==> config.mk <==
export PLATFORM = sky130hd
export DESIGN_NAME = tcw_queue
export DESIGN_NICKNAME = d
export VERILOG_FILES = /design/src/rtl/tcw_pkg.sv /design/src/rtl/tcw_queue.sv
export SDC_FILE = /design/constraint.sdc
export NUM_CORES = 1
export LEC_CHECK = 0
export ABC_AREA = 0
export BUFFER_PORTS_ARGS = -buffer_cell sky130_fd_sc_hd__buf_2
export CORE_UTILIZATION = 52
export CTS_CLUSTER_DIAMETER = 100
export DETAILED_ROUTE_END_ITERATION = 12
export HOLD_SLACK_MARGIN = 0.12
export PLACE_DENSITY = 0.84
export SLEW_MARGIN = 40
export SYNTH_ARGS = -nofsm -noshare
export SYNTH_HDL_FRONTEND = slang
export SYNTH_SLANG_ARGS = --single-unit
==> constraint.sdc <==
create_clock -name clk -period 5.67 [get_ports clk]
set_input_delay 1.134 -clock clk [delete_from_list [all_inputs] [get_ports clk]]
set_output_delay 1.134 -clock clk [all_outputs]
set_load 0.02 [all_outputs]
==> src/rtl/tcw_pkg.sv <==
// shared types and constants of the text console writer
// no dependencies; every other file but tcw_ram imports this package
`default_nettype none

package tcw_pkg;

  // screen geometry
  localparam int ROWS       = 25;
  localparam int COLS       = 80;
  localparam int CELLS      = ROWS * COLS;
  localparam int MOVE_CELLS = (ROWS - 1) * COLS;

  // widths, most of them derived from the geometry
  localparam int ROW_W  = $clog2(ROWS + 1);
  localparam int COL_W  = $clog2(COLS);
  localparam int ADDR_W = $clog2(CELLS);
  localparam int CNT_W  = $clog2(CELLS + 1);
  localparam int POS_W  = 11;
  localparam int WIDE_W = (ADDR_W > POS_W) ? ADDR_W : POS_W;
  localparam int CELL_W = 16;

  // command queue between front and back, power of two
  localparam int QUEUE_DEPTH = 2;

  localparam logic [7:0] NL_CODE        = 8'd10;
  localparam logic [7:0] BS_CODE        = 8'd8;
  localparam logic [7:0] BLANK_CHAR     = 8'h20;
  localparam logic [7:0] TEXT_ATTR_RST  = 8'h6F;
  localparam logic [7:0] BLANK_ATTR_RST = 8'h0F;

  typedef enum logic [2:0] {
    CMD_PUT_CHAR    = 3'd0,
    CMD_PUT_COLORED = 3'd1,
    CMD_WRITE_AT    = 3'd2,
    CMD_CLEAR       = 3'd3,
    CMD_READ_CELL   = 3'd4
  } cmd_e;

  typedef enum logic [0:0] {
    REG_TEXT_ATTR  = 1'b0,
    REG_BLANK_ATTR = 1'b1
  } reg_idx_e;

  localparam int REG_IDX_W = 1;

  typedef enum logic [1:0] {
    OP_NONE,
    OP_WRITE,
    OP_CLEAR,
    OP_READ
  } op_kind_e;

  typedef enum logic [1:0] {
    BK_IDLE,
    BK_READ,
    BK_SCROLL,
    BK_BLANK
  } bk_state_e;

  typedef struct packed {
    logic [2:0] cmd;
    logic [7:0] char_code;
    logic [7:0] attribute;
    logic [4:0] target_row;
    logic [6:0] target_col;
  } item_t;

  typedef struct packed {
    logic [10:0] cursor_pos;
    logic        echo_valid;
    logic [7:0]  echo_byte;
    logic        did_scroll;
    logic [7:0]  cell_char;
    logic [7:0]  cell_attr;
  } result_t;

  // one classified command for the back end
  typedef struct packed {
    op_kind_e            kind;
    logic                scroll;
    logic [ADDR_W-1:0]   addr;
    logic [CELL_W-1:0]   cell_word;
    result_t             res;
  } op_t;

endpackage

`default_nettype wire

==> src/rtl/tcw_queue.sv <==
// short op queue between front and back end
// depends on tcw_pkg
`default_nettype none

module tcw_queue
  import tcw_pkg::*;
(
  input  wire logic clk,
  input  wire logic rst,
  input  wire logic push,
  input  wire op_t  push_op,
  output logic      full,
  input  wire logic pop,
  output logic      q_valid,
  output op_t       head
);

  localparam int Q_AW = $clog2(QUEUE_DEPTH);
  localparam int Q_CW = $clog2(QUEUE_DEPTH + 1);

  op_t              entries [QUEUE_DEPTH];
  logic [Q_AW-1:0]  wr_ptr, rd_ptr;
  logic [Q_CW-1:0]  count;

  assign full    = (count == Q_CW'(QUEUE_DEPTH));
  assign q_valid = (count != '0);
  assign head    = entries[rd_ptr];

  always_ff @(posedge clk) begin
    if (push) begin
      entries[wr_ptr] <= push_op;
    end
  end

  always_ff @(posedge clk) begin
    if (rst) begin
      wr_ptr <= '0;
      rd_ptr <= '0;
      count  <= '0;
    end else begin
      if (push) begin
        wr_ptr <= wr_ptr + Q_AW'(1);
      end
      if (pop) begin
        rd_ptr <= rd_ptr + Q_AW'(1);
      end
      if (push && !pop) begin
        count <= count + Q_CW'(1);
      end else if (pop && !push) begin
        count <= count - Q_CW'(1);
      end
    end
  end

endmodule

`default_nettype wire

-- Word-level counts from Yosys, hierarchy flattened
Memory sizes are Yosys's and may differ from the RTL's. A register that Yosys moved wholly into a read port is not among the register bits.
Index checks and enable logic that the tools add are counted.
- memory bits (writable): 134
- logic and storage cells: 21
- input bits: 71
- register bits: 4
- memories kept: 1
- output and inout port bits: 69
- memories (memory ; words ; width ; rd ports ; clocked after memory_dff ; wr ports ; line ; source):
    entries ; 2 ; 67 ; 1 ; 1 ; 1 ; tcw_queue.sv:21 ; op_t entries [QUEUE_DEPTH];
- eq/ne operators: 1
- reductions and logical operators: 6
- muxes and demuxes: 6
- add/sub/neg operators: 4
- operators with widths (operator ; count):
    $mux W1 ; 4
    $mux W2 ; 2
    $reduce_bool A2 Y1 ; 2
    $add A1 B1 Y1 const B ; 2
    $add A2 B1 Y2 const B ; 1
    $eq A2 B2 Y1 const B ; 1
    $logic_and A1 B1 Y1 ; 2
    $logic_not A1 Y1 ; 2
    $sub A2 B1 Y2 const B ; 1

-- Longest topological paths before layout
Gate-level depths: netlist (run 1).
- depth after elaboration: 4
- mapped depth: 5
- depth with buffers taken out: 5

-- Worst setup path before layout (run 1)
No wires, ideal clock.
- kind: input-to-reg
- start point: input push
- end point: memory entries[0][0] (netlist bit) (enable)
- arrival time: 4077 ps
- buffers on the path: 0
- path slack: 1093 ps
- stages: 1
- data required time: 5170 ps
- library setup time: 500 ps
- cell sequence: nor2b_1
- word-level cells in the longest chain between the ends: 2
- RTL lines (item ; line ; source):
    from (decl) ; tcw_queue.sv:10 ; input wire logic push,
    $mux W1 ; tcw_queue.sv:30 ; if (push) begin
    $mux W1 (not written as such) ; tcw_queue.sv:31 ; entries[wr_ptr] <= push_op;
    to (decl) ; tcw_queue.sv:21 ;
Every way passes these cells.

==> results of run 1 <==
-- state kept, by name, indices dropped and copies added (netlist names), named ones only --
register,count
count,2
entries,134
rd_ptr,1
wr_ptr,1
-- worst min-delay path: cells and delay by family, from the launching register on --
kind | cells | cell delay [ns]
flip-flops | 1 | 0.32
AO/OA/AOI/OAI | 2 | 0.13
-- how the worst max path moves through the flow --
| stage | slack [ns] | endpoint |
|---|---|---|
| global route | 2.37 | head[54] |
| global placement | 2.57 | entries[0][19]$_DFFE_PP_ |
| CTS | 2.43 | head[54] |
| detailed placement | 2.98 | head[58] |
| floorplan | 1.09 | entries[0][0]$_DFFE_PP_ |
| finish | 2.48 | head[54] |
-- cell type report --
type / count / share of cell area
Clock inverter: 14 / 0.02518
Inverter: 1 / 0.0005637
Clock buffer: 18 / 0.06276
Sequential cell: 139 / 0.6199
Multi-Input combinational cell: 83 / 0.1475
Tap cell: 129 / 0.02424
Timing Repair Buffer: 144 / 0.1199
-- through the flow --
step / hold WS (ns) / setup WS, ns / utilization
after global placement: 0.4735 / 2.567 / 0.6350
after detailed placement: 0.4877 / 2.983 / 0.6451
after global routing: 0.5542 / 2.371 / 0.7072
after floorplan: 0.4566 / 1.093 / -
after CTS: 0.4997 / 2.428 / 0.7072
final: 0.5025 / 2.481 / 0.7072
-- synth_stat cells --
library cell,count
or3_1,1
edfxtp_1,134
a21oi_1,1
xor2_1,2
inv_1,1
xnor2_1,2
nor2b_1,1
and2b_1,1
o21ai_0,1
nor2_1,4
buf_2,3
buf_4,1
mux2_2,37
buf_6,3
dfxtp_1,5
or2_2,1
and2_1,1
ha_1,1
mux2_4,30
-- cell families (layout without fill, tap and decap cells) --
group,count (synthesis),in the layout,synth area share
adders and majority gates,1,1,0.002426
muxes,67,67,0.1682
buffers and inverters,8,177,0.01165
and+or+nand+nor,9,9,0.009224
AOI/OAI and AO/OA,2,2,0.001939
xor gates and xnor gates,4,4,0.006796
DFF,139,139,0.7998
-- layer usage --
metal | global-route usage | share of wire | up-vias
li1 | - | - | 1228
met1 | 0.2152 | 0.40 | 1274
met2 | 0.3041 | 0.53 | 98
met3 | 0.06280 | 0.062 | 6
met4 | 0.08027 | 0.0062 | 0
met5 | 0 | 0 | -
-- power groups by stage --
stage | clock network (W) | logic, W | registers, W
after floorplan | 0 | 0.000206 | 0.00124
after global placement | 0 | 0.000279 | 0.00125
after detailed placement | 0 | 0.000308 | 0.00125
after CTS | 0.00109 | 0.000310 | 0.00123
after global routing | 0.00113 | 0.000328 | 0.00123
final | 0.00108 | 0.000306 | 0.00122
==> flow_summary.ini, run 1 <==
[finish]
register_area_sq_mm = 0.004128
fin_cells = 528
multi_input_area_sq_um = 982.2
final_cell_mix = 139 x buf_2, 134 x edfxtp_1, 37 x mux2_2
final_common_cell = buf_2
design_area_sq_mm = 0.006659
layout-drive-gt1-share = 0.6140
n_fill_cell = 607
antenna_cells = 0
final_net_count = 458
syn2layout_area_growth_pct = 29.14

[worst_setup_path]
path_max_fanout = 35
r2r_start = wr_ptr$_SDFFE_PP0P_
crit_slowest_cell = dfxtp_4
start_kind = flip-flop
crit_path_cell_trace = buf_12, mux2_2, buf_2
rrSetupSlack_ns = 4.06
endpoint_kind = output port
crit_type = reg -> out
path_delay_family = flip-flops
cp.required_ns = 4.54
slowest_delay_ns = 0.67
reg2reg_depth = 3
path_depth = 3
reg2reg_to = entries[0][20]$_DFFE_PP_
critPathBufInv = 2
critPathArrivalTime_ns = 2.06

[floorplanning]
die_w_um = 101.6
die_h_um = 101.6
fp.coreArea_sq_mm = 0.009415
start_util = 0.5476
die_area_sq_mm = 0.01032
rows = 35
ios = 140

[synthesis]
synth_top_area_frac = 0.7804
seq_area_frac_synth = 0.7998
synth_area_sq_mm = 0.005156
yosys-top-cells-area = edfxtp_1 78%, mux2_4 8.7%, mux2_2 8.1%
ys_warn_count = 0
synth_nets = 302
ys_types = 19
synth_area_per_cell_sq_um = 22.42
synth_top_cell_by_area = edfxtp_1
syn_inst = 230
ys_ff_latch = 139

[sta]
hold_viol = 0
fin_tns_setup_ns = 0
clock.fmax_mhz = 313.6
tightest_slew_ns = 0.5047
min_period_ns = 3.189
skew_ns = 0.007143
setup_viol = 0
rsz0062_at_grt = false
maxSlewHeadroom = 0.6635
period_share = 0.5625
slew_violations = 0

[routing]
via_count = 2606
routedWlPerCell_um = 16.57
vias_per_cell = 4.936
drc = 0
drtPass1Iterations = 4
drt_iter0_drc = 99
wirelength_um = 8748
ant_nets = 0

[grt]
grt_usage = 0.1824
antenna_found_initial = 0
grt_pass1_vias = 2741
gr-total-overflow = 0
grt_pass1_wl_um = 13470
grt_max_degree = 36

[clocking]
cts_tree = built
root_buffer = clkbuf_8
clkLatencyLatePin_ns = 0.50
clk_path_buf_depth = 2
cts_hold_buf = 0
clk_pin_slew_worst_paths_ns = 0.06
post_cts.repair.setup_buffers = 0
cts_resized = 0
numCtsBuffers = 17
cts_max_level = 4
cts_num_sinks = 139

[hold_path]
holdPathStages = 2
whs_endpoint = count[1]$_SDFFE_PP0P_
hp-class = reg -> reg
hp-start = count[1]$_SDFFE_PP0P_

[pwr]
sequentialPowerShare = 0.470
power_frac_comb = 0.117
p_sw_w = 0.0005984
internal_power_w = 0.002008
leakage_nw = 2.604
power_w = 0.002606
peakVddDrop_v = 0.0002717
pwr-share-clk = 0.413
p_per_area_mw_per_mm2 = 391.4
switching_share = 0.2296

[place]
portBuffers = 139
placed_area_sq_mm = 0.006073
gp_congestion = 0.6842
dp.cells = 496
dp_hpwl_um = 5784

[outcome]
status = finished, final reports clean

[run]
maxCapViolCount = 0
No activity file was read; power rests on OpenSTA's default activity.
==> run 2: changes to the inputs <==
==> constraint.sdc (replaced) <==
create_clock -name clk -period 3.2 [get_ports clk]
set_input_delay 0.64 -clock clk [delete_from_list [all_inputs] [get_ports clk]]
set_output_delay 0.64 -clock clk [all_outputs]
set_load 0.02 [all_outputs]
==> run 2 against run 1 <==
Net effect: total power grew 69%; clock-buffer cell count down 1; first-iteration DRC count shrank 22%; worst setup slack lost 1.9 ns; combinational power is 74% higher; sequential cell count stayed put; hold slack worse by 0.18 ns; clock power up 58%; global-route usage decreased by 0.76 points; die area did not move; critical path type unchanged; critical endpoint is now head[53]; highest routed layer is now met5.
==> flow_summary.ini, run 2 (same netlist as run 1, synthesis figures left out) <==
[pwr]
pwr-share-clk = 0.388
p_sw_w = 0.001082
sequentialPowerShare = 0.492
switching_share = 0.2456
p_per_area_mw_per_mm2 = 670.5
power_frac_comb = 0.121
internal_power_w = 0.003322
peakVddDrop_v = 0.0004257
leakage_nw = 2.556

[worst_setup_path]
slowest_delay_ns = 0.59
rrSetupSlack_ns = 1.67
critPathBufInv = 2
cp.required_ns = 2.56
path_depth = 3
crit_type = reg -> out
crit_path_cell_trace = buf_12, mux2_2, buf_2
reg2reg_depth = 2
reg2reg_to = entries[0][43]$_DFFE_PP_
start_kind = flip-flop
path_max_fanout = 41
path_delay_family = flip-flops
endpoint_kind = output port
crit_slowest_cell = dfxtp_4
critPathArrivalTime_ns = 1.99
r2r_start = wr_ptr$_SDFFE_PP0P_

[finish]
antenna_cells = 0
regMostFlops = entries
top_regs = entries: 134 flops, count: 2 flops
final_cell_mix = 139 x buf_2, 134 x edfxtp_1, 37 x mux2_2
final_common_cell = buf_2
largest_reg_flops = 134
final_net_count = 457
syn2layout_area_growth_pct = 27.40
fin_cells = 527
layout-drive-gt1-share = 0.6156

[run]
maxCapViolCount = 0

[clocking]
post_cts.repair.setup_buffers = 0
cts_resized = 0
cts_num_sinks = 139
clk_path_buf_depth = 2
clk_pin_slew_worst_paths_ns = 0.06
numCtsBuffers = 17
cts_max_level = 4
cts_hold_buf = 0
root_buffer = clkbuf_8
cts_tree = built
clkLatencyLatePin_ns = 0.49

[sta]
skew_ns = 0.005945
setup_viol = 0
tightest_slew_ns = 0.6232
hold_ws_ns = 0.3263
setup_ws_ns = 0.5695
period_share = 0.8220
hold_viol = 0
rsz0062_at_grt = false
min_period_ns = 2.631
clock.fmax_mhz = 380.2
slew_violations = 0
maxSlewHeadroom = 0.5836
fin_tns_setup_ns = 0

[floorplanning]
die_area_sq_mm = 0.01032
die_w_um = 101.6
die_h_um = 101.6
fp.coreArea_sq_mm = 0.009415
rows = 35
start_util = 0.5476
ios = 140

[place]
portBuffers = 139
dp_slack_ns = 1.066
dp.cells = 495
gp_congestion = 0.6841
dp_hpwl_um = 5712

[grt]
grt_pass1_wl_um = 13110
grt_max_degree = 42
gr-total-overflow = 0
grt_pass1_vias = 2693
grt_usage = 0.1748
antenna_found_initial = 1

[routing]
wirelength_um = 8538
via_count = 2608
routedWlPerCell_um = 16.20
vias_per_cell = 4.949
drc = 0
ant_nets = 0
drt_iter0_drc = 77
drtPass1Iterations = 4

[outcome]
status = finished, final reports clean

[hold_path]
holdPathStages = 1
hp-start = push_op[41]
whs_endpoint = entries[1][41]$_DFFE_PP_
hp-class = in -> reg
==> run 2: worst max-delay path by stage <==
stage	to	slack, ns
4_1_cts	head[53]	0.52
3_5_place_dp	head[15]	1.07
6_report	head[53]	0.57
2_1_floorplan	entries[0][0]$_DFFE_PP_	0.37
3_3_place_gp	head[51]	1.09
5_1_grt	head[53]	0.47
==> run 2: worst register-to-register path, cell delays in order (launching register included) <==
cell     delay [ns]
dfxtp_1        0.35
nor2b_4        0.53
buf_4          0.34
==> run 2: area by class of cell <==
class                   instances  area [sq um]
well taps                     129         161.4
clock buffers                  17         414.1
multi-input cells              83         982.2
flip-flops and latches        139          4128
repair buffers                143         763.2
fillers                       631          2846
inverters                       1         3.754
clock inverters                15         116.4
==> run 2: power by group through the flow <==
stage                     registers [W]  logic (W)  clock network [W]
final                           0.00217   0.000531            0.00171
after global routing            0.00218   0.000570            0.00181
after CTS                       0.00217   0.000540            0.00175
after detailed placement        0.00220   0.000537                  0
after global placement          0.00220   0.000521                  0
after floorplan                 0.00219   0.000365                  0
==> run 2: per-stage QoR <==
step                total power (W)  instance area (sq um)  utilization
floorplan                  0.002551                   5159            -
global placement           0.002719                   6018       0.6392
detailed placement         0.002742                   6038       0.6413
CTS                        0.004454                   6569       0.6977
global route               0.004554                   6569       0.6977
finish                     0.004404                   6569       0.6977
==> run 2: routing by layer <==
metal | wire, um | track usage | vias up
met4 | 50 | 0.06689 | 2
met5 | 13 | 0 | -
met3 | 592 | 0.06073 | 8
li1 | - | - | 1224
met1 | 3417 | 0.2095 | 1268
met2 | 4464 | 0.2921 | 106
