===== config.mk =====
export PLATFORM = sky130hd
export DESIGN_NAME = tcw_front
export DESIGN_NICKNAME = d
export VERILOG_FILES = /design/src/rtl/tcw_pkg.sv /design/src/rtl/tcw_front.sv
export SDC_FILE = /design/constraint.sdc
export NUM_CORES = 1
export LEC_CHECK = 0
export ABC_AREA = 1
export BUFFER_PORTS_ARGS = -buffer_cell sky130_fd_sc_hd__buf_2
export CAP_MARGIN = 20
export CORE_MARGIN = 2
export CORE_UTILIZATION = 40
export CTS_CLUSTER_SIZE = 40
export DETAILED_ROUTE_END_ITERATION = 7
export GPL_ROUTABILITY_DRIVEN = 0
export PLACE_DENSITY = 0.67
export SYNTH_ARGS = -nofsm -noshare
export SYNTH_HDL_FRONTEND = slang
export SYNTH_SLANG_ARGS = --single-unit

===== constraint.sdc =====
create_clock -name clk -period 4.87 [get_ports clk]
set_input_delay 0.974 -clock clk [delete_from_list [all_inputs] [get_ports clk]]
set_output_delay 0.974 -clock clk [all_outputs]
set_load 0.01 [all_outputs]

===== src/rtl/tcw_pkg.sv =====
// shared types and constants of the text console writer
// no dependencies; every other file but tcw_ram imports this package
`default_nettype none

package tcw_pkg;

  // screen geometry
  localparam int ROWS       = 25;
  localparam int COLS       = 80;
  localparam int CELLS      = ROWS * COLS;
  localparam int MOVE_CELLS = (ROWS - 1) * COLS;

  // widths, most of them derived from the geometry
  localparam int ROW_W  = $clog2(ROWS + 1);
  localparam int COL_W  = $clog2(COLS);
  localparam int ADDR_W = $clog2(CELLS);
  localparam int CNT_W  = $clog2(CELLS + 1);
  localparam int POS_W  = 11;
  localparam int WIDE_W = (ADDR_W > POS_W) ? ADDR_W : POS_W;
  localparam int CELL_W = 16;

  // command queue between front and back, power of two
  localparam int QUEUE_DEPTH = 2;

  localparam logic [7:0] NL_CODE        = 8'd10;
  localparam logic [7:0] BS_CODE        = 8'd8;
  localparam logic [7:0] BLANK_CHAR     = 8'h20;
  localparam logic [7:0] TEXT_ATTR_RST  = 8'h6F;
  localparam logic [7:0] BLANK_ATTR_RST = 8'h0F;

  typedef enum logic [2:0] {
    CMD_PUT_CHAR    = 3'd0,
    CMD_PUT_COLORED = 3'd1,
    CMD_WRITE_AT    = 3'd2,
    CMD_CLEAR       = 3'd3,
    CMD_READ_CELL   = 3'd4
  } cmd_e;

  typedef enum logic [0:0] {
    REG_TEXT_ATTR  = 1'b0,
    REG_BLANK_ATTR = 1'b1
  } reg_idx_e;

  localparam int REG_IDX_W = 1;

  typedef enum logic [1:0] {
    OP_NONE,
    OP_WRITE,
    OP_CLEAR,
    OP_READ
  } op_kind_e;

  typedef enum logic [1:0] {
    BK_IDLE,
    BK_READ,
    BK_SCROLL,
    BK_BLANK
  } bk_state_e;

  typedef struct packed {
    logic [2:0] cmd;
    logic [7:0] char_code;
    logic [7:0] attribute;
    logic [4:0] target_row;
    logic [6:0] target_col;
  } item_t;

  typedef struct packed {
    logic [10:0] cursor_pos;
    logic        echo_valid;
    logic [7:0]  echo_byte;
    logic        did_scroll;
    logic [7:0]  cell_char;
    logic [7:0]  cell_attr;
  } result_t;

  // one classified command for the back end
  typedef struct packed {
    op_kind_e            kind;
    logic                scroll;
    logic [ADDR_W-1:0]   addr;
    logic [CELL_W-1:0]   cell_word;
    result_t             res;
  } op_t;

endpackage

`default_nettype wire


===== src/rtl/tcw_front.sv =====
// front end: accepts items, keeps the cursor and classifies each item into a back end op
// depends on tcw_pkg
`default_nettype none

module tcw_front
  import tcw_pkg::*;
(
  input  wire logic  clk,
  input  wire logic  rst,
  input  wire logic  item_valid,
  output logic       item_stall,
  input  wire item_t item,
  input  wire logic [7:0] text_attr,
  input  wire logic  q_full,
  output logic       push,
  output op_t        op
);

  logic [ROW_W-1:0]  cur_row, row_next;
  logic [COL_W-1:0]  cur_col, col_next;
  logic [ADDR_W-1:0] cur_addr, tgt_addr, pos_addr;
  logic [WIDE_W-1:0] pos_wide;
  logic              tgt_ok;
  logic              last_col;
  logic              is_put;

  assign item_stall = q_full;
  assign push       = item_valid && !q_full;

  assign cur_addr = ADDR_W'(cur_row) * ADDR_W'(COLS) + ADDR_W'(cur_col);
  assign tgt_addr = ADDR_W'(item.target_row) * ADDR_W'(COLS) + ADDR_W'(item.target_col);
  assign tgt_ok   = (int'(item.target_row) < ROWS) && (int'(item.target_col) < COLS);
  assign last_col = (cur_col == COL_W'(COLS - 1));
  assign is_put   = (item.cmd == CMD_PUT_CHAR) || (item.cmd == CMD_PUT_COLORED);

  always_comb begin
    row_next = cur_row;
    col_next = cur_col;
    op       = '0;
    op.kind  = OP_NONE;
    op.addr  = cur_addr;
    unique case (item.cmd)
      CMD_PUT_CHAR: begin
        if (item.char_code == NL_CODE) begin
          op.res.echo_valid = 1'b1;
          op.res.echo_byte  = item.char_code;
          row_next          = cur_row + ROW_W'(1);
          col_next          = '0;
        end else if (item.char_code == BS_CODE) begin
          if (cur_col != '0) begin
            col_next = cur_col - COL_W'(1);
          end else if (cur_row != '0) begin
            row_next = cur_row - ROW_W'(1);
            col_next = COL_W'(COLS - 1);
          end
        end else begin
          op.kind           = OP_WRITE;
          op.cell_word      = {text_attr, item.char_code};
          op.res.echo_valid = 1'b1;
          op.res.echo_byte  = item.char_code;
          if (last_col) begin
            col_next = '0;
            row_next = cur_row + ROW_W'(1);
          end else begin
            col_next = cur_col + COL_W'(1);
          end
        end
      end
      CMD_PUT_COLORED: begin
        if (item.char_code == NL_CODE) begin
          row_next = cur_row + ROW_W'(1);
          col_next = '0;
        end else begin
          op.kind      = OP_WRITE;
          op.cell_word = {item.attribute, item.char_code};
          if (last_col) begin
            col_next = '0;
            row_next = cur_row + ROW_W'(1);
          end else begin
            col_next = cur_col + COL_W'(1);
          end
        end
      end
      CMD_WRITE_AT: begin
        if (tgt_ok) begin
          op.kind      = OP_WRITE;
          op.addr      = tgt_addr;
          op.cell_word = {text_attr, item.char_code};
        end
      end
      CMD_CLEAR: begin
        op.kind  = OP_CLEAR;
        row_next = '0;
        col_next = '0;
      end
      CMD_READ_CELL: begin
        if (tgt_ok) begin
          op.kind = OP_READ;
          op.addr = tgt_addr;
        end
      end
      default: ;
    endcase

    // running past the last row scrolls and keeps the cursor on the bottom row
    if (is_put && (int'(row_next) >= ROWS)) begin
      row_next          = ROW_W'(ROWS - 1);
      op.scroll         = 1'b1;
      op.res.did_scroll = 1'b1;
    end

    pos_addr          = ADDR_W'(row_next) * ADDR_W'(COLS) + ADDR_W'(col_next);
    pos_wide          = WIDE_W'(pos_addr);
    op.res.cursor_pos = pos_wide[POS_W-1:0];
  end

  always_ff @(posedge clk) begin
    if (rst) begin
      cur_row <= '0;
      cur_col <= '0;
    end else if (push) begin
      cur_row <= row_next;
      cur_col <= col_next;
    end
  end

endmodule

`default_nettype wire


* Word-level counts from Yosys, hierarchy flattened
Cells that the tools add are included.
Storage, ports and cells: bits in writable memories 0, input bits 43, output and inout port bits 69, word-level logic and storage cells 62, bits in latches 0, flip-flop bits (word level) 12, memories 0, bits in read-only memories 0
Cells by class: multiplexer cells 32, shift-type cells 0, multiply operators 3, magnitude comparators 3, div/mod/pow operators 0, add/subtract/negate cells 7, reduce and logical (&&, ||, !) cells 8, bitwise logic cells 0, eq/ne operators 7
Operators by type and width (count):
- $mux W16 | 3
- $pmux W16 S3 | 1
- $mux W7 | 6
- $mux W5 | 7
- $add A11 B7 Y11 | 3
- $mux W27 | 1
- $mux W9 | 3
- $pmux W11 S2 | 1
- $mul A5 B3 Y7 const B | 3
- $pmux W7 S3 | 1
- $eq A8 B4 Y1 const B | 2
- $pmux W5 S3 | 1
- $mux W11 | 1
- $pmux W2 S5 | 1
- $add A7 B1 Y7 const B | 1
- $eq A7 B7 Y1 const B | 1
- $lt A7 B7 Y1 const B | 1
- $reduce_bool A7 Y1 | 1
- $sub A7 B1 Y7 const B | 1
- $eq A3 B2 Y1 const B | 2
- $add A5 B1 Y5 const B | 1
- $ge A5 B5 Y1 const B | 1
- $lt A5 B5 Y1 const B | 1
- $mux W1 | 5
- other kinds (9) | 11

* Depth between registers and ports, before layout
Gate-level depths: netlist of run 1.
word-level depth 11, mapped depth 23, depth with buffers taken out 23

* Worst setup path after synthesis of run 1
Ideal clock, no wire load.
path type input -> output, from input port item[22] (netlist bit), to output port op[36] (netlist bit), required time 3896 ps, stages on the path 20, arrival 3699 ps, path buffers 1, setup slack 197 ps, cell sequence inv_1 > nand2_1 > nor2_1 > nand2_1 > buf_4 > nand4_1 > nand3_1 > nand2_1 > nand2_4 > nand2_4 > inv_1 > ha_1 > ha_1 > inv_1 > fa_1 > nor2_1 > nor3b_1 > xnor2_1 > xor2_1 > inv_1
RTL lines:
- from (decl) | RTL line tcw_front.sv:12 | input wire item_t item,
- to (decl) | RTL line tcw_front.sv:16 | output op_t op

==> impl_metrics.env, run 1 <==
export IMPL_std_cell_rows=31
export IMPL_cts_made_buffers=3
export IMPL_cts_sinks=12
export IMPL_cellLeakagePower_nw=2.51
export IMPL_max_freq_ghz=0.208
export IMPL_rr_worst_depth=15
export IMPL_clock_skew_ns=0.00584
export IMPL_antenna_cells=0
export IMPL_synth_compound_area_share_pct=12.6
export IMPL_synth_area_sq_mm=0.00303
export IMPL_synth_simple_gate_area_share_pct=39.0
export IMPL_clock_power_share_pct=17.3
export IMPL_syn_inst=504
export IMPL_io_buffers=95
export IMPL_cpMostUsedCell="nand2_4"
export IMPL_hold_path_class="reg -> reg"
export IMPL_die_w_um=91.0
export IMPL_drt_pass1_iter_count=5
export IMPL_via_per_inst=4.94
export IMPL_max_vdd_ir_drop_uv=129
export IMPL_place_ws_ns=-0.280
export IMPL_synth_adder_area_share_pct=17.2
export IMPL_finalCriticalPeriod_ns=4.81
export IMPL_worstPathArrival_ns=3.83
export IMPL_fin_total_pwr_uw=637
export IMPL_wl_per_cell_um=12.8
export IMPL_path_clk_slew_ns=0.06
export IMPL_drc=0
export IMPL_die_area_sq_mm=0.00829
export IMPL_synth_cell_type_count=36
export IMPL_criticalPathCategory="in -> out"
export IMPL_p_per_area_mw_per_mm2=146
export IMPL_reg2reg_to="cur_row[3]"
export IMPL_drive_gt1_share_pct=36.7
export IMPL_antenna_found_initial=0
export IMPL_synth_xor_area_share_pct=6.36
export IMPL_hold_viol_final=0
export IMPL_initial_core_util_pct=41.6
export IMPL_required_ns=3.90
export IMPL_grt_usage_pct=22.5
export IMPL_die_h_um=91.0
export IMPL_h_tree_depth=1
export IMPL_hold_end="cur_col[1]"
export IMPL_hold_start="cur_col[1]"
export IMPL_drt_initial_drc_count=202
export IMPL_hold_depth=2
export IMPL_drv_slew=0
export IMPL_antenna_left=0
export IMPL_p_int_uw=353
export IMPL_yosysSeqAreaShare_pct=7.93
export IMPL_core_sq_mm=0.00729
export IMPL_yosys_warnings=0
export IMPL_drv_cap=0
export IMPL_fill_cells=710
export IMPL_grt_pass1_vias=3509
export IMPL_cts_root_buffer="clkbuf_8"
export IMPL_swShare_pct=44.6
export IMPL_cp_slowest_stage_delay_ns=0.46
export IMPL_grt_pass1_wl_mm=15.7
export IMPL_synth_top_family_by_area="simple AND/OR/NAND/NOR gates"
export IMPL_maxSlewHeadroom_pct=62.3
export IMPL_nets=741
export IMPL_endpoint_kind="output port"
export IMPL_power_frac_seq_pct=18.4
export IMPL_syn_to_final_growth_pct=43.8
export IMPL_pin_count=112
export IMPL_yosys_mux_area_fraction_pct=0.330
export IMPL_crit_path_top_delay_cell="fa_1"
export IMPL_crit_start="item[20]"
export IMPL_wl_mm=9.72
export IMPL_startpoint_type="input port"
export IMPL_clockBufferDepth=2
export IMPL_grt_max_degree=19
export IMPL_critPathMaxFanout=7
export IMPL_clock_latency_ns=0.25
export IMPL_path_cells="buf_6, inv_4, nand2_1, nor2_4, nand2_4, buf_4, nand4_1, nand3_2, nand2_2, nand2_4, nand2_4, inv_4, ha_4, ha_4, inv_2, fa_1, nor2_1, nor3b_2, xnor2_1, xor2_1, inv_1, buf_2"
export IMPL_combPwrFrac_pct=64.3
export IMPL_syn_area_per_cell_sq_um=6.01
export IMPL_rsz0062_at_grt="true"
export IMPL_postCtsHoldBufs=0
export IMPL_fin_crit_sh_pct=98.7
export IMPL_ys_ff_latch=12
export IMPL_worstMarginPinSlew_ns=0.565
export IMPL_p_sw_uw=284
export IMPL_r2r_start="cur_col[0]"
export IMPL_finalSetupViolCount=0
export IMPL_reg2reg_slack_ns=2.63
export IMPL_vias=3748
export IMPL_cts_tree="done"
export IMPL_setup_slack_ns=0.0634
export IMPL_dpl_hpwl_mm=7.77
export IMPL_overflow=0
export IMPL_run_status="completed"
==> kinds of logic (layout without fill, tap and decap cells) <==
| family | Yosys count | after routing |
|---|---|---|
| fa+ha+maj | 38 | 38 |
| buf+inv | 108 | 248 |
| other cells | 1 | 16 |
| compound gates | 66 | 66 |
| mux | 1 | 1 |
| flops | 12 | 12 |
| simple gates | 256 | 256 |
| xor+xnor | 22 | 22 |
==> synthesized netlist by cell type, drive strengths merged <==
cell	n	area [sq um]
a22oi	1	7.51
nand3b	1	7.51
a21oi	25	136
dfxtp	12	240
nand2	124	500
o21a	1	7.51
fa	6	120
conb	1	3.75
o211ai	1	7.51
o21ai	28	140
nand3	50	288
nor2	64	280
inv	79	297
nor3b	2	15.0
o22ai	1	6.26
a22o	8	70.1
mux2i	1	10.0
ha	32	400
xnor2	7	61.3
xor2	15	131
a21o	1	7.51
buf	27	195
nand4	9	56.3
or2	3	18.8
nor3	3	15.0
clkbuf	2	7.51
==> metal layers <==
layer  routed length (um)  share of wire (%)  global-route usage [%]
met1                 4210                 43                    28.2
met2                 4760                 49                    41.4
met3                  613                6.3                    2.16
met4                  129                1.3                    4.67
met5                    0                  0                       0
==> power groups by stage <==
stage	Clock [mW]	Combinational (mW)	Sequential, mW
2_1_floorplan	0	0.245	0.116
3_3_place_gp	0	0.367	0.119
3_5_place_dp	0	0.373	0.119
4_1_cts	0.112	0.387	0.117
5_1_grt	0.116	0.455	0.118
6_report	0.110	0.410	0.117
==> worst max-delay path by stage <==
stage               slack [ns]  cells after the start     end
floorplan                 0.20                     20  op[36]
global placement         -0.16                     25  op[36]
detailed placement       -0.28                     25  op[36]
CTS                      0.008                     25  op[36]
global route             -0.13                     24  op[36]
finish                    0.06                     22  op[36]
==> registers in the layout, indices dropped and copies added (netlist names) <==
name	count
cur_row	5
cur_col	7
==> cell usage in the layout (no fill, tap or decap), types with 8 or more instances in the layout <==
cell,netlist,routed
nand2_1,116,103
buf_2,3,91
buf_4,24,66
inv_1,73,59
nor2_1,56,52
nand3_1,47,41
ha_1,32,28
o21ai_0,23,23
a21oi_1,22,22
conb_1,1,16
inv_2,6,15
xor2_1,15,14
dfxtp_1,12,12
nand2_4,3,11
nor2_4,4,9
nand2_2,5,9
nand4_1,9,9
a22o_1,8,8
==> stage by stage <==
stage	hold WS [ns]	utilization (%)	std cells	instance area (sq um)	TNS, ns
floorplan	0.568	-	519	3090	0
global placement	0.580	53.9	744	3930	-0.158
detailed placement	0.600	53.9	744	3930	-0.280
CTS	0.609	56.7	752	4130	0
global route	0.640	59.7	758	4360	-0.134
finish	0.624	59.7	758	4360	0
==> timing repair <==
item                                    4_1_cts  5_1_grt
setup buffers                                 4        6
gates resized for setup                      35       40
pin swaps                                    16       27
endpoints found under the setup margin        1        1
==> critical path: cells and delay by family <==
family / cells / cell delay, ns
xor gates and xnor gates: 2 / 0.32
adders and majority gates: 3 / 0.87
buffers and inverters: 7 / 0.54
and+or+nand+nor: 10 / 1.14
==> final cells by class <==
type	instances	area (sq um)	area share, %
clock buffer	4	55.1	1.26
inverter	79	312	7.15
multi-input combinational	399	2580	59.1
sequential	12	240	5.51
tap	99	124	2.84
timing repair buffer	165	1050	24.1
Note: power is estimated with default switching activity, not from simulation.
==> run 2, diff against run 1 <==
--- a/config.mk
+++ b/config.mk
@@ -5,7 +5,7 @@
 export SDC_FILE = /design/constraint.sdc
 export NUM_CORES = 1
 export LEC_CHECK = 0
-export ABC_AREA = 1
+export ABC_AREA = 0
 export BUFFER_PORTS_ARGS = -buffer_cell sky130_fd_sc_hd__buf_2
 export CAP_MARGIN = 20
 export CORE_MARGIN = 2
@@ -13,7 +13,7 @@
 export CTS_CLUSTER_SIZE = 40
 export DETAILED_ROUTE_END_ITERATION = 7
 export GPL_ROUTABILITY_DRIVEN = 0
-export PLACE_DENSITY = 0.67
+export PLACE_DENSITY = 0.68
 export SYNTH_ARGS = -nofsm -noshare
 export SYNTH_HDL_FRONTEND = slang
 export SYNTH_SLANG_ARGS = --single-unit
==> run 2 against run 1 <==
Net effect: routed wire length decreased by 0.64%; setup slack worse by 0.58 ns; largest cell class unchanged; the flow now finishes with violations (negative setup slack); combinational power is 42% lower; largest power group unchanged; cell area is 1.5% lower; utilization grew 0.39 points.
==> impl_metrics.env, run 2 <==
export IMPL_run_status="finished, violations left"
export IMPL_violations="negative setup slack"
export IMPL_r2r_start="cur_col[0]"
export IMPL_max_freq_ghz=0.186
export IMPL_wl_per_cell_um=14.5
export IMPL_synth_top_family_by_area="simple AND/OR/NAND/NOR gates"
export IMPL_core_sq_mm=0.00714
export IMPL_hold_depth=2
export IMPL_endpoint_kind="output port"
export IMPL_setup_slack_ns=-0.517
export IMPL_required_ns=3.90
export IMPL_place_area_sq_mm=0.00396
export IMPL_std_cell_rows=31
export IMPL_dpl_hpwl_mm=7.74
export IMPL_die_area_sq_mm=0.00794
export IMPL_initial_core_util_pct=40.6
export IMPL_drv_slew=0
export IMPL_antenna_found_initial=0
export IMPL_fin_util_pct=60.1
export IMPL_hold_start="cur_col[6]"
export IMPL_p_per_area_mw_per_mm2=101
export IMPL_nets=649
export IMPL_fin_crit_sh_pct=111
export IMPL_path_clk_slew_ns=0.06
export IMPL_yosysMostFrequentCell="a21oi_1"
export IMPL_dp_cells=648
export IMPL_clock_skew_ns=0.00104
export IMPL_syn_area_per_cell_sq_um=7.35
export IMPL_ys_ff_latch=12
export IMPL_cellLeakagePower_nw=2.18
export IMPL_drc=0
export IMPL_worstMarginPinSlew_ns=0.867
export IMPL_finalCriticalPeriod_ns=5.39
export IMPL_criticalPathCategory="in -> out"
export IMPL_wl_mm=9.66
export IMPL_synth_enable_flop_cells=0
export IMPL_worstPathArrival_ns=4.41
export IMPL_cts_sinks=12
export IMPL_clockBufferDepth=2
export IMPL_synthTopCellsByArea="ha_1, dfxtp_1, a21oi_1"
export IMPL_synth_xor_area_share_pct=6.65
export IMPL_ys_flop_type="dfxtp_1"
export IMPL_pin_count=112
export IMPL_rr_worst_depth=11
export IMPL_synth_adder_area_share_pct=18.0
export IMPL_fill_cells=661
export IMPL_via_per_inst=5.40
export IMPL_die_w_um=89.1
export IMPL_yosysSeqAreaShare_pct=8.29
export IMPL_vias=3588
export IMPL_hold_end="cur_col[6]"
export IMPL_cts_tree="done"
export IMPL_syn_to_final_growth_pct=48.2
export IMPL_yosys_warnings=0
export IMPL_finalNonFillerCells=665
export IMPL_reg2reg_to="cur_row[1]"
export IMPL_cp_slowest_stage_delay_ns=0.46
export IMPL_io_buffers=95
export IMPL_setup_tns_ns=-1.85
export IMPL_maxSlewHeadroom_pct=41.7
export IMPL_fin_total_pwr_uw=433
export IMPL_cpMostUsedCell="buf_4"
export IMPL_rsz0062_at_grt="true"
export IMPL_final_common_cell="buf_2"
export IMPL_overflow=0
export IMPL_synth_top_cell_area_share_pct=13.8
export IMPL_synth_async_reset_ratio_pct=0
export IMPL_drt_pass1_iter_count=6
export IMPL_top_regs="cur_col x7, cur_row x5"
export IMPL_path_cells="buf_8, nor4_4, buf_4, a2bb2oi_2, or3_1, a31oi_1, nor4_2, buf_4, nor4_4, buf_4, nor2_4, ha_4, ha_2, inv_2, fa_2, nor3_2, nand2_1, o21ai_1, xor2_1, buf_2"
export IMPL_synth_compound_area_share_pct=24.4
export IMPL_startpoint_type="input port"
export IMPL_finalSetupViolCount=6
export IMPL_hold_slack_ns=0.545
export IMPL_drive_gt1_share_pct=42.0
export IMPL_h_tree_depth=1
export IMPL_ys_top_cells_by_count="a21oi_1, ha_1, nor2_1"
export IMPL_cts_root_buffer="clkbuf_8"
export IMPL_design_area_sq_mm=0.00429
export IMPL_synth_area_leader_cell="ha_1"
export IMPL_synth_cell_type_count=60
export IMPL_syn_inst=394
export IMPL_grt_pass1_wl_mm=15.0
export IMPL_grt_pass1_vias=3245
export IMPL_cts_made_buffers=3
export IMPL_die_h_um=89.1
export IMPL_critPathMaxFanout=4
export IMPL_regMostFlops="cur_col"
export IMPL_final_cell_mix="buf_2, buf_4, a21oi_1"
export IMPL_largest_register_ffs=7
export IMPL_crit_path_top_delay_cell="fa_2"
export IMPL_synth_simple_gate_area_share_pct=27.9
export IMPL_grt_usage_pct=23.5
export IMPL_drv_cap=0
export IMPL_drt_initial_drc_count=228
export IMPL_grt_max_degree=17
export IMPL_antenna_left=0
export IMPL_yosys_mux_area_fraction_pct=3.76
export IMPL_max_vdd_ir_drop_uv=65.5
export IMPL_hold_viol_final=0
export IMPL_clock_latency_ns=0.24
export IMPL_antenna_cells=0
export IMPL_hold_path_class="reg -> reg"
export IMPL_synth_area_sq_mm=0.00290
export IMPL_place_ws_ns=-0.579
export IMPL_reg2reg_slack_ns=2.09
==> run 2: changes by cell type in the layout (fill, tap and decap cells not counted), sizes merged, moves of 15 or more <==
cell   previous run  this run
and2              0        15
nand2           124        26
buf             165       191
nor2             64        31
inv              79        23
nand3            50         9
==> run 2: what timing repair did <==
item,in CTS,in global routing
setup buffers,7,7
pin swaps,4,15
endpoints found under the setup margin,5,6
cloned,0,0
gates resized for setup,11,28
endpoints found under the hold margin,0,0
hold buffers,0,0
==> run 2: critical path: cells and delay by family <==
kind                       cells  cell delay [ns]
adders and majority gates      3             0.81
xor gates and xnor gates       1             0.15
AOI/OAI and AO/OA              3             0.37
buffers and inverters          6             0.81
and+or+nand+nor                7             1.29
==> run 2: worst max-delay path by stage <==
| stage | startpoint | endpoint | slack (ns) | depth (start not counted) |
|---|---|---|---|---|
| 2_1_floorplan | item[27] | op[36] | -0.37 | 15 |
| 3_3_place_gp | item[27] | op[36] | -0.44 | 17 |
| 3_5_place_dp | item[27] | op[36] | -0.58 | 17 |
| 4_1_cts | item[24] | op[36] | -0.46 | 18 |
| 5_1_grt | item[24] | op[36] | -0.67 | 19 |
| 6_report | item[24] | op[36] | -0.52 | 20 |
==> run 2: power by group <==
| group | switching [mW] | internal [mW] |
|---|---|---|
| sequential | 0.00128 | 0.0999 |
| combinational | 0.127 | 0.110 |
| clock | 0.0404 | 0.0547 |
==> run 2: logic make-up after synthesis <==
logic type | count (synthesis)
buffers and inverters | 60
AND/OR/NAND/NOR | 143
adder cells (fa/ha/maj) | 38
multiplexers | 10
other | 1
XOR/XNOR | 22
AO/OA/AOI/OAI | 108
flip-flops | 12
==> run 2: cell type report <==
type	count	area [sq um]	area share, %
Sequential cell	12	240	5.60
Timing Repair Buffer	191	1240	29.0
Tap cell	99	124	2.89
Clock buffer	3	41.3	0.962
Multi-Input combinational cell	337	2560	59.6
Inverter	23	86.3	2.01
==> run 2: layer usage <==
metal / up-vias / global-route usage, % / share of wire (%)
li1: 1741 / - / -
met1: 1620 / 29.1 / 40
met2: 202 / 43.6 / 50
met3: 25 / 2.12 / 8.0
met4: 0 / 5.29 / 1.8
met5: - / 0 / 0
==> run 3, diff against run 2 <==
--- a/config.mk
+++ b/config.mk
@@ -8,12 +8,14 @@
 export ABC_AREA = 0
 export BUFFER_PORTS_ARGS = -buffer_cell sky130_fd_sc_hd__buf_2
 export CAP_MARGIN = 20
+export CELL_PAD_IN_SITES_DETAIL_PLACEMENT = 1
+export CELL_PAD_IN_SITES_GLOBAL_PLACEMENT = 2
 export CORE_MARGIN = 2
-export CORE_UTILIZATION = 40
+export CORE_UTILIZATION = 27
 export CTS_CLUSTER_SIZE = 40
 export DETAILED_ROUTE_END_ITERATION = 7
 export GPL_ROUTABILITY_DRIVEN = 0
-export PLACE_DENSITY = 0.68
+export PLACE_DENSITY_LB_ADDON = 0.1
 export SYNTH_ARGS = -nofsm -noshare
 export SYNTH_HDL_FRONTEND = slang
 export SYNTH_SLANG_ARGS = --single-unit
==> run 3 against run 2 <==
Net effect: the run still ends with negative setup slack left; combinational power increased by 3%; critical endpoint unchanged; global-route usage decreased by 4.6 points; cell count increased by 5.9%; total power increased by 6.7%; critical path type unchanged; clock skew increased by 0.0018 ns; sequential share of layout area decreased by 0.21 points; largest power group unchanged.
==> impl_metrics.env, run 3 (synthesis results as in run 2) <==
export IMPL_max_vdd_ir_drop_uv=67.9
export IMPL_grtUsageMet3_pct=1.27
export IMPL_worstMarginPinSlew_ns=0.579
export IMPL_overflow=0
export IMPL_globalRouteMet2Util_pct=35.4
export IMPL_final_cell_mix="buf_2, buf_4, a21oi_1"
export IMPL_cts_made_buffers=3
export IMPL_drt_pass1_iter_count=4
export IMPL_regMostFlops="cur_col"
export IMPL_die_w_um=108
export IMPL_grt_busiest_layer="met2"
export IMPL_reg2reg_slack_ns=2.07
export IMPL_final_common_cell="buf_2"
export IMPL_vias=3495
export IMPL_dp_cells=694
export IMPL_fin_crit_sh_pct=109
export IMPL_run_status="finished, violations left"
export IMPL_maxSlewHeadroom_pct=60.4
export IMPL_critPathMaxFanout=6
export IMPL_cts_root_buffer="clkbuf_8"
export IMPL_drt_initial_drc_count=82
export IMPL_pin_count=112
export IMPL_startpoint_type="input port"
export IMPL_cts_tree="done"
export IMPL_finalSetupViolCount=3
export IMPL_dpl_hpwl_mm=9.24
export IMPL_design_area_sq_mm=0.00446
export IMPL_cellLeakagePower_nw=2.20
export IMPL_drc=0
export IMPL_wl_mm=11.2
export IMPL_required_ns=3.90
export IMPL_finalNonFillerCells=704
export IMPL_violations="negative setup slack"
export IMPL_clockBufferDepth=2
export IMPL_fin_util_pct=43.0
export IMPL_largest_register_ffs=7
export IMPL_rsz0062_at_grt="true"
export IMPL_io_buffers=95
export IMPL_endpoint_kind="output port"
export IMPL_hold_path_class="reg -> reg"
export IMPL_drv_slew=0
export IMPL_finalCriticalPeriod_ns=5.30
export IMPL_p_sw_uw=177
export IMPL_grt_pass1_wl_mm=18.0
export IMPL_place_area_sq_mm=0.00407
export IMPL_clock_latency_ns=0.25
export IMPL_combPwrFrac_pct=52.8
export IMPL_max_freq_ghz=0.189
export IMPL_antenna_left=0
export IMPL_nets=650
export IMPL_wl_per_cell_um=15.9
export IMPL_power_frac_seq_pct=21.9
export IMPL_initial_core_util_pct=27.9
export IMPL_clock_power_share_pct=25.4
export IMPL_criticalPathCategory="in -> out"
export IMPL_syn_to_final_growth_pct=53.9
export IMPL_std_cell_rows=37
export IMPL_drive_gt1_share_pct=44.4
export IMPL_die_area_sq_mm=0.0116
export IMPL_setup_slack_ns=-0.432
export IMPL_cts_sinks=12
export IMPL_grt_use_met1_pct=24.1
export IMPL_path_clk_slew_ns=0.06
export IMPL_grt_usage_pct=18.9
export IMPL_clock_skew_ns=0.00284
export IMPL_core_sq_mm=0.0104
export IMPL_fill_cells=1336
export IMPL_antenna_cells=0
export IMPL_setup_tns_ns=-1.06
export IMPL_hold_slack_ns=0.560
export IMPL_hold_viol_final=0
export IMPL_grt_max_degree=17
export IMPL_antenna_found_initial=0
export IMPL_place_ws_ns=-0.536
export IMPL_die_h_um=108
export IMPL_regArea_sq_um=240
export IMPL_via_per_inst=4.96
export IMPL_p_int_uw=285
export IMPL_grt_pass1_vias=3713
export IMPL_p_per_area_mw_per_mm2=104
export IMPL_worstPathArrival_ns=4.33
export IMPL_h_tree_depth=1
export IMPL_fin_total_pwr_uw=462
export IMPL_top_regs="cur_col x7, cur_row x5"
export IMPL_drv_cap=0
export IMPL_swShare_pct=38.4
export IMPL_multi_input_comb_area_sq_mm=0.00266
==> run 3: cell type report <==
| cell class | instances | share of cell area (%) |
|---|---|---|
| Tap cell | 136 | 3.82 |
| Clock buffer | 4 | 1.23 |
| Timing Repair Buffer | 192 | 27.9 |
| Multi-Input combinational cell | 337 | 59.7 |
| Sequential cell | 12 | 5.39 |
| Inverter | 23 | 1.99 |
==> run 3: path summary, 6_finish.rpt <==
kind	from	end	depth (start not counted)
worst min-delay path	cur_col[5]	cur_col[5]	2
worst max-delay path	item[27]	op[36]	18
worst min register to register	cur_col[5]	cur_col[5]	2
worst max register to register	cur_col[0]	cur_col[3]	12
==> run 3: power groups by stage <==
| stage | Clock, mW | Sequential, mW | Combinational [mW] |
|---|---|---|---|
| 2_1_floorplan | 0 | 0.103 | 0.141 |
| 3_3_place_gp | 0 | 0.103 | 0.229 |
| 3_5_place_dp | 0 | 0.103 | 0.234 |
| 4_1_cts | 0.121 | 0.101 | 0.238 |
| 5_1_grt | 0.125 | 0.101 | 0.272 |
| 6_report | 0.117 | 0.101 | 0.244 |
==> run 3: timing repair <==
action / 4_1_cts / 5_1_grt
cloned: 0 / 0
setup buffers: 5 / 2
pin swaps: 6 / 18
hold buffers: 0 / 0
endpoints found under the setup margin: 5 / 6
resized for setup: 15 / 42
==> run 3: per-layer routing <==
layer	vias up	wire (um)
met1	1661	4940
met3	10	424
met5	-	0
met4	0	80
li1	1741	-
met2	83	5740
==> run 3: critical path: stages <==
cell and delay (ns):
buf_8 0.10, nor4_4 0.25, buf_4 0.18, a2bb2oi_2 0.06, or3_4 0.34, a31oi_4 0.16
nor4_4 0.08, nor4_4 0.37, nor2_2 0.11, ha_4 0.30, ha_4 0.15, inv_4 0.03
fa_2 0.35, or2_4 0.24, a211oi_2 0.22, o21ai_1 0.11, xor2_1 0.14, buf_2 0.14
